`src/swkr_pkg.sv`:
```
// shared types and codes for the keyed-remove stack
// used by swkr_cell, the core and its checker; no dependencies
`default_nettype none

package swkr_pkg;

    localparam int KEY_W    = 32;
    localparam int CAP_W    = 5;
    localparam int CNT_OUT_W = 5;

    localparam logic [1:0] MODE_PUSH   = 2'd0;
    localparam logic [1:0] MODE_POP    = 2'd1;
    localparam logic [1:0] MODE_REMOVE = 2'd2;

    localparam logic [1:0] ST_OK        = 2'd0;
    localparam logic [1:0] ST_OVERFLOW  = 2'd1;
    localparam logic [1:0] ST_UNDERFLOW = 2'd2;
    localparam logic [1:0] ST_NOT_FOUND = 2'd3;

    localparam logic [CAP_W-1:0] CAP_RESET = 5'd16;

    typedef struct packed {
        logic [1:0]       mode;
        logic [KEY_W-1:0] key;
    } t_req;

    typedef struct packed {
        logic [KEY_W-1:0]     value;
        logic [1:0]           status;
        logic [CNT_OUT_W-1:0] count;
        logic                 empty_res;
    } t_res;

    // cell moves: hold, toward the bottom end (push), toward the top (pop),
    // or close the gap left by the topmost match (remove)
    typedef enum logic [1:0] {
        SH_HOLD,
        SH_UP,
        SH_DOWN,
        SH_REMOVE
    } t_shift;

    typedef struct packed {
        t_shift shift;
        logic   remove_go;
    } t_cell_ctl;

endpackage

`default_nettype wire

```
`src/swkr_cell.sv`:
```
// one stack cell: holds a word, compares it to the key, moves with its neighbors
// depends on swkr_pkg
`default_nettype none

module swkr_cell
    import swkr_pkg::*;
(
    input  wire logic             i_clk,
    input  wire t_cell_ctl        i_ctl,
    input  wire logic [KEY_W-1:0] i_key,
    input  wire logic [KEY_W-1:0] i_prev,
    input  wire logic [KEY_W-1:0] i_next,
    input  wire logic             i_valid,
    input  wire logic             i_hit,
    output logic                  o_hit,
    output logic [KEY_W-1:0]      o_data
);

    logic [KEY_W-1:0] r_data;
    logic [KEY_W-1:0] n_data;
    logic             match;

    assign match  = i_valid && (r_data == i_key);
    // hit ripples away from the top of stack, so a cell sees matches nearer the top
    assign o_hit  = i_hit | match;
    assign o_data = r_data;

    always_comb begin
        n_data = r_data;
        unique case (i_ctl.shift)
            SH_HOLD:   n_data = r_data;
            SH_UP:     n_data = i_prev;
            SH_DOWN:   n_data = i_next;
            SH_REMOVE: begin
                // the topmost match and every cell below it take the one nearer the bottom
                if (i_ctl.remove_go && (i_hit || match)) begin
                    n_data = i_next;
                end
            end
            default:   n_data = r_data;
        endcase
    end

    always_ff @(posedge i_clk) begin
        r_data <= n_data;
    end

endmodule

`default_nettype wire

```
`src/stack_with_keyed_remove_core.sv`:
```
// channel  | ports                          | moves
// request  | start, busy, i_req             | mode and key, taken when start && !busy
// result   | o_done, o_res                  | value, status, count, empty flag, one cycle
// config   | i_cfg_valid, o_cfg_ready, i_cfg_data | capacity word
//
// one request per cycle while busy is low: the cell row updates at the accepting edge and
// the result is shown on the next cycle, so throughput is one word per clock.
// the longest path is the match ripple through all DEPTH cells for remove.
// reset clears the count, sets capacity to 16 and sets busy, which clears once reset is released.
// the receiver cannot stall; config is always ready.
// depends on swkr_pkg and swkr_cell
`default_nettype none

module stack_with_keyed_remove_core
    import swkr_pkg::*;
#(
    parameter int DEPTH = 16
) (
    input  wire logic             i_clk,
    input  wire logic             i_rst_n,
    input  wire logic             start,
    output logic                  busy,
    input  wire t_req             i_req,
    output logic                  o_done,
    output t_res                  o_res,
    input  wire logic             i_cfg_valid,
    output logic                  o_cfg_ready,
    input  wire logic [CAP_W-1:0] i_cfg_data
);

    localparam int CW = $clog2(DEPTH + 1);
    localparam int XW = (CW > CNT_OUT_W) ? CW : CNT_OUT_W;

    logic [CW-1:0]    r_count;
    logic [CW-1:0]    n_count;
    logic [CAP_W-1:0] r_cap;
    logic             r_busy;
    logic             r_done;
    t_res             r_res;
    t_res             n_res;

    logic             accept;
    logic             full;
    logic             any_match;
    logic [XW-1:0]    count_x;
    t_cell_ctl        ctl;

    logic [KEY_W-1:0] cell_data [DEPTH];
    logic [DEPTH:0]   hit;
    logic [KEY_W-1:0] top_in;

    assign accept      = start && !busy;
    assign busy        = r_busy;
    assign o_cfg_ready = 1'b1;
    assign o_done      = r_done;
    assign o_res       = r_res;

    assign full = (XW'(r_count) >= XW'(r_cap)) || (r_count >= CW'(DEPTH));
    assign any_match = hit[DEPTH];
    // top of stack is cell 0; a push feeds the key in there
    assign top_in = (i_req.mode == MODE_PUSH) ? i_req.key : '0;
    assign hit[0] = 1'b0;

    genvar g;
    generate
        for (g = 0; g < DEPTH; g++) begin : g_cell
            logic [KEY_W-1:0] prev_w;
            logic [KEY_W-1:0] next_w;
            if (g == 0) begin : g_first
                assign prev_w = top_in;
            end else begin : g_mid
                assign prev_w = cell_data[g-1];
            end
            if (g == DEPTH - 1) begin : g_last
                assign next_w = '0;
            end else begin : g_inner
                assign next_w = cell_data[g+1];
            end
            swkr_cell u_cell (
                .i_clk   (i_clk),
                .i_ctl   (ctl),
                .i_key   (i_req.key),
                .i_prev  (prev_w),
                .i_next  (next_w),
                .i_valid (r_count > CW'(g)),
                .i_hit   (hit[g]),
                .o_hit   (hit[g+1]),
                .o_data  (cell_data[g])
            );
        end
    endgenerate

    always_comb begin
        ctl.shift     = SH_HOLD;
        ctl.remove_go = any_match;
        n_count       = r_count;
        n_res.value   = '0;
        n_res.status  = ST_OK;
        if (accept) begin
            unique case (i_req.mode)
                MODE_PUSH: begin
                    if (full) begin
                        n_res.status = ST_OVERFLOW;
                    end else begin
                        ctl.shift = SH_UP;
                        n_count   = r_count + CW'(1);
                    end
                end
                MODE_POP: begin
                    if (r_count == '0) begin
                        n_res.status = ST_UNDERFLOW;
                    end else begin
                        ctl.shift   = SH_DOWN;
                        n_count     = r_count - CW'(1);
                        n_res.value = cell_data[0];
                    end
                end
                MODE_REMOVE: begin
                    if (any_match) begin
                        ctl.shift = SH_REMOVE;
                        n_count   = r_count - CW'(1);
                    end else begin
                        n_res.status = ST_NOT_FOUND;
                    end
                end
                default: begin
                    ctl.shift = SH_HOLD;
                end
            endcase
        end
        count_x         = XW'(n_count);
        n_res.count     = count_x[CNT_OUT_W-1:0];
        n_res.empty_res = (n_count == '0);
    end

    always_ff @(posedge i_clk) begin
        if (!i_rst_n) begin
            r_count <= '0;
            r_cap   <= CAP_RESET;
            r_busy  <= 1'b1;
            r_done  <= 1'b0;
        end else begin
            r_count <= n_count;
            r_busy  <= 1'b0;
            r_done  <= accept;
            if (i_cfg_valid && o_cfg_ready) begin
                r_cap <= i_cfg_data;
            end
        end
        r_res <= n_res;
    end

endmodule

`default_nettype wire

```
`config.mk`:
```
export PLATFORM = sky130hd
export DESIGN_NAME = stack_with_keyed_remove_core
export DESIGN_NICKNAME = d
export VERILOG_FILES = /design/src/swkr_pkg.sv /design/src/swkr_cell.sv /design/src/stack_with_keyed_remove_core.sv
export SDC_FILE = /design/constraint.sdc
export NUM_CORES = 1
export LEC_CHECK = 0
export BUFFER_PORTS_ARGS = -buffer_cell sky130_fd_sc_hd__buf_2
export CORE_MARGIN = 2
export CORE_UTILIZATION = 65
export CTS_BUF_LIST = sky130_fd_sc_hd__clkbuf_16
export DETAILED_ROUTE_END_ITERATION = 10
export PLACE_DENSITY_LB_ADDON = 0.2
export SKIP_LAST_GASP = 1
export SYNTH_ARGS = -nofsm -noshare
export SYNTH_HDL_FRONTEND = slang
export SYNTH_HIERARCHICAL = 1
export SYNTH_SLANG_ARGS = --single-unit
export TNS_END_PERCENT = 5
```
`constraint.sdc`:
```
create_clock -name i_clk -period 11.8 [get_ports i_clk]
set_clock_uncertainty 0.05 [all_clocks]
set_input_delay 1.77 -clock i_clk [delete_from_list [all_inputs] [get_ports i_clk]]
set_output_delay 1.77 -clock i_clk [all_outputs]
set_load 0.03 [all_outputs]
```
After elaboration in Yosys (flattened, before gate mapping)
Cells that the tools add are included.
Word-level totals
  output and inout bits: 43
  logic and storage cells: 218
  flip-flop bits (word level): 564
  bits of input ports: 43
Operators by class
  muxes and demuxes: 48
  add/sub/neg operators: 2
  equality and inequality tests: 37
  bitwise logic cells: 18
  order comparisons: 18
  reduce and logical (&&, ||, !) cells: 71
Operators with widths (count)
  $pmux 32 s3: 16
  $mux 32: 17
  $eq 32x32->1: 16
  $gt 5x4->1 const B: 8
  $logic_and 1x1->1: 33
  $ne 2x1->1 const B: 16
  $reduce_and 2->1: 16
  $gt 5x3->1 const B: 4
  $mux 5: 4
  $logic_or 1x1->1: 16
  $or 1x1->1: 15
  $pmux 5 s3: 1
  $pmux 2 s3: 2
  $gt 5x1->1 const B: 2
  $gt 5x2->1 const B: 2
  $logic_not 5->1: 2
  $mux 2: 5
  $eq 2x2->1 const B: 3
  $add 5x1->5 const B: 1
  $ge 5x5->1: 1
  $ge 5x5->1 const B: 1
  $sub 5x1->5 const B: 1
  $eq 2x1->1 const B: 2
  $logic_not 2->1: 2
  other kinds (4): 8

Depth between registers and ports, before layout
  depth in word-level cells: 23
  gate-level depth with buffers: 31
  depth with buffers taken out: 29

Hierarchy
Netlist, hierarchy kept.
By module, submodules not included
  swkr_cell: instances 16, area an instance 1739.2 sq um, cells an instance 122, seq. area each 960.9 sq um
  stack_with_keyed_remove_core: instances 1, area an instance 2398.6 sq um, cells an instance 264, seq. area each 1041.0 sq um

Least setup slack after synthesis
OpenSTA, ideal clock, no wires.
  path kind: in2reg
  from: input i_req[9] (netlist name)
  to: register g_cell[0].u_cell.r_data[0], enable pin
  setup slack: 3.632 ns
  stages: 25
  required time: 11.325 ns
  setup time: 0.425 ns
  arrival time: 7.693 ns
  buffers on the path: 0
  path through: inv_1 a221o_1 nor4_1 nand4_1 nand2b_1 nand2b_1 nand2b_1 nand2b_1 nand2b_1 nand2b_1 nand2b_1 nand2b_1 nand2b_1 nand2b_1 nand2b_1 nand2b_1 nand2b_1 nand2b_1 nand2b_1 nand2b_1 nand2_1 o21a_1 nor3_1 o21ai_0 o21ai_1
RTL lines
  start, declared: RTL line stack_with_keyed_remove_core.sv:23  | input wire t_req i_req,
  end signal, assigned: RTL line swkr_cell.sv:45  | r_data <= n_data;
  end, declared: RTL line swkr_cell.sv:19  | logic [KEY_W-1:0] r_data;

==> run metrics <==
port bufs=84; Die H=220 um; FFs w/ async S/R, synth=0%; Syn Std Cell Area=30200 um2; core area=46300 um2; final worst path period share=70.7%; pwr/cell area=137 nW/um2; WP data arrival=8510 ps; top cell type's share of synthesized area=50.9%; CP Max Fanout=188; flop-to-flop setup slack=4150 ps; Worst-path clk slew=60 ps; gr usage total=26.5%; Crit path max-delay family=simple AND/OR/NAND/NOR gates; CTS sink cnt=564; largest stage delay on the critical path=920 ps; Die W=220 um; Yosys cell types=57; pin count of the biggest net entering global routing=207; initial antenna violation count=1; Peak VDD IR=0.000124 V; Layout area overhead=9.72%; GP Congestion=0.874; # DRC=0; Filler cells=3097; Reg2Reg Capture Point=g_cell[15].u_cell/o_data[24]; unrepaired setup endpoints after global routing=no; worst slack, placed=3020 ps; Yosys warnings=6; Num CTS Buffers=58; worst-skew pair later-pin latency=620 ps; Setup Buffers After CTS=0; hold buffers post-CTS=0; post-synthesis sequential area ratio=54.3%; HPWL after detailed placement=45100 um; Worst setup SP type=input port; CTS tree=yes; Starting Density=65.3%; 1st-iter DRT viols=1336; FF-to-FF Start=r_count[1]; Max Slew Vio Count=0; Site Rows=79; clock power share=37.5%; H-tree levels=2; Hold Vio Cnt, Final=0; PostCTS Resize Cnt=0; Reg2Reg Depth=27; Worst Hold End=r_cap[2]; total grt overflow=0; TritonRoute pass-1 iters=6; clk root buf=clkbuf_16; top post-synthesis cells by area=edfxtp_1 (51%), mux2_2 (19%), xnor2_1 (12%), dfxtp_1 (3.4%), nand4_1 (2.3%); post-synthesis register bit count=564; Worst Hold Launch=r_cap[2]; Comb power frac=10.3%; cell depth of the worst min-delay path=2; Longest Clk Path Bufs=3; post-route setup slack=3460 ps; full die area=48200 um2; Critical Path RT=11970 ps; most used cell along the critical path=nand2b_1; Max Cap Viol=0; Sw Share=23.9%; Primary FF master, synth=edfxtp_1; # diodes=0; endpoints failing setup=0; Tmin final=8340 ps; Post-Route Setup TNS=0 ps; share of post-route cells with drive strength above 1=30.9%; Post-synth EDFFs=512; status=completed; commonest cells after routing, fill and taps aside=mux2_2 (512), edfxtp_1 (512), xnor2_1 (402); total wire length=64000 um; sw power=1.09 mW; IO Pins=86; Vias=17900; CP Capture Type=flop; HP Class=reg -> reg; largest area contributor in the netlist=edfxtp_1; Crit-path slowest cell=o21ai_4; Leak=10.9 nW; vias in the first global route=18600; drt via density=5.99; kind of critical path=in -> reg; Final nets=2382; WL/cell=21.5 um; Pint=3.47 mW; first-pass GRT wire length=101000 um; Syn Area/Cell=13.6 um2; sequential cell fraction of total power=52.2%; fmax=120 MHz; Post-DRT Antenna Nets=0; Buf/Inv on CP=3; total power after layout=4.56 mW; Slew HR=14.7%; Least-Margin Pin Slew=1280 ps; Gate Count Post-Synth=2216
[power by group through the flow]
stage                     Clock, mW  Combinational (mW)  Sequential [mW]
after floorplan                   0               0.341             2.40
after global placement            0               0.446             2.42
after detailed placement          0               0.465             2.42
after CTS                      1.74               0.470             2.38
after global routing           1.81               0.512             2.39
final                          1.71               0.471             2.38
[layer usage]
| layer | global-route usage (%) | vias up | wire length, um |
|---|---|---|---|
| li1 | - | 8390 | - |
| met1 | 32.3 | 8951 | 26000 |
| met2 | 49.6 | 427 | 34300 |
| met3 | 3.27 | 86 | 2600 |
| met4 | 7.14 | 0 | 1150 |
| met5 | 0 | - | 0 |
[synthesized netlist by cell type (2+ instances only)]
cell and count:
o21ai_1 16, a21oi_1 4, o31ai_1 2, inv_1 75
buf_6 4, o21ai_0 49, nand2_1 46, edfxtp_1 512
xor2_1 49, o21a_1 2, dfxtp_1 52, mux2i_1 4
o221ai_1 16, a31oi_1 2, nor2_1 36, nor2b_1 19
nor4_2 16, buf_2 49, xnor2_1 402, a221o_1 16
a21o_1 2, and3_2 2, nor3_1 20, inv_2 2
nand2b_1 19, o211ai_1 2, o2bb2ai_1 16, mux2_2 512
nand4_1 112, nand3_1 18, and2_1 66, clkbuf_1 24
conb_1 2, nor4_1 16, ha_1 10
[layout make-up]
cell class                 instances  area, um2  area share (%)
tap                              607        759            2.29
sequential                       564      16400            49.5
clock buffer                      58       1450            4.38
clock inverter                    48        294           0.887
timing repair buffer              98        551            1.66
inverter                          78        293           0.883
multi-input combinational       1529      13400            40.4
[worst min-delay path, cell delays in order, from the launching register on]
cell and delay [ps]:
dfxtp_1 330, mux2i_1 70, nor2_1 70
[stage by stage]
step	cell area, um2	std cells	hold slack, ps	utilization (%)
floorplan	30300	2249	410	-
global placement	31400	2876	429	67.9
detailed placement	31400	2876	444	67.9
CTS	33200	2982	458	71.7
global route	33200	2982	487	71.7
finish	33200	2982	452	71.7
[worst max-delay path by stage]
stage,startpoint,endpoint,depth (start not counted)
after floorplan,i_req[9],g_cell[0].u_cell/o_data[0],25
after global placement,i_req[7],g_cell[15].u_cell/o_data[16],27
after detailed placement,i_req[7],g_cell[15].u_cell/o_data[21],27
after CTS,i_req[16],g_cell[15].u_cell/o_data[19],27
after global routing,i_req[7],g_cell[15].u_cell/o_data[19],27
final,i_req[7],g_cell[15].u_cell/o_data[24],27
[cells by family (layout without fill, tap and decap cells)]
| group | Yosys count | in the layout | synth area share (%) |
|---|---|---|---|
| other | 2 | 35 | 0.0248 |
| adder cells (fa/ha/maj) | 10 | 10 | 0.414 |
| flip-flops | 564 | 564 | 54.3 |
| AND/OR/NAND/NOR | 380 | 380 | 7.51 |
| XOR/XNOR | 451 | 451 | 13.1 |
| multiplexers | 516 | 516 | 19.2 |
| buffers and inverters | 156 | 282 | 2.25 |
| AO/OA/AOI/OAI | 137 | 137 | 3.22 |
[registers in the layout, summed over array words and instances, names as in the netlist]
name,cells
o_done,1
r_count,5
r_cap,5
g_cell.u_cell/o_data,512
o_res,40
busy,1
Note: power is estimated with default switching activity, not from simulation.
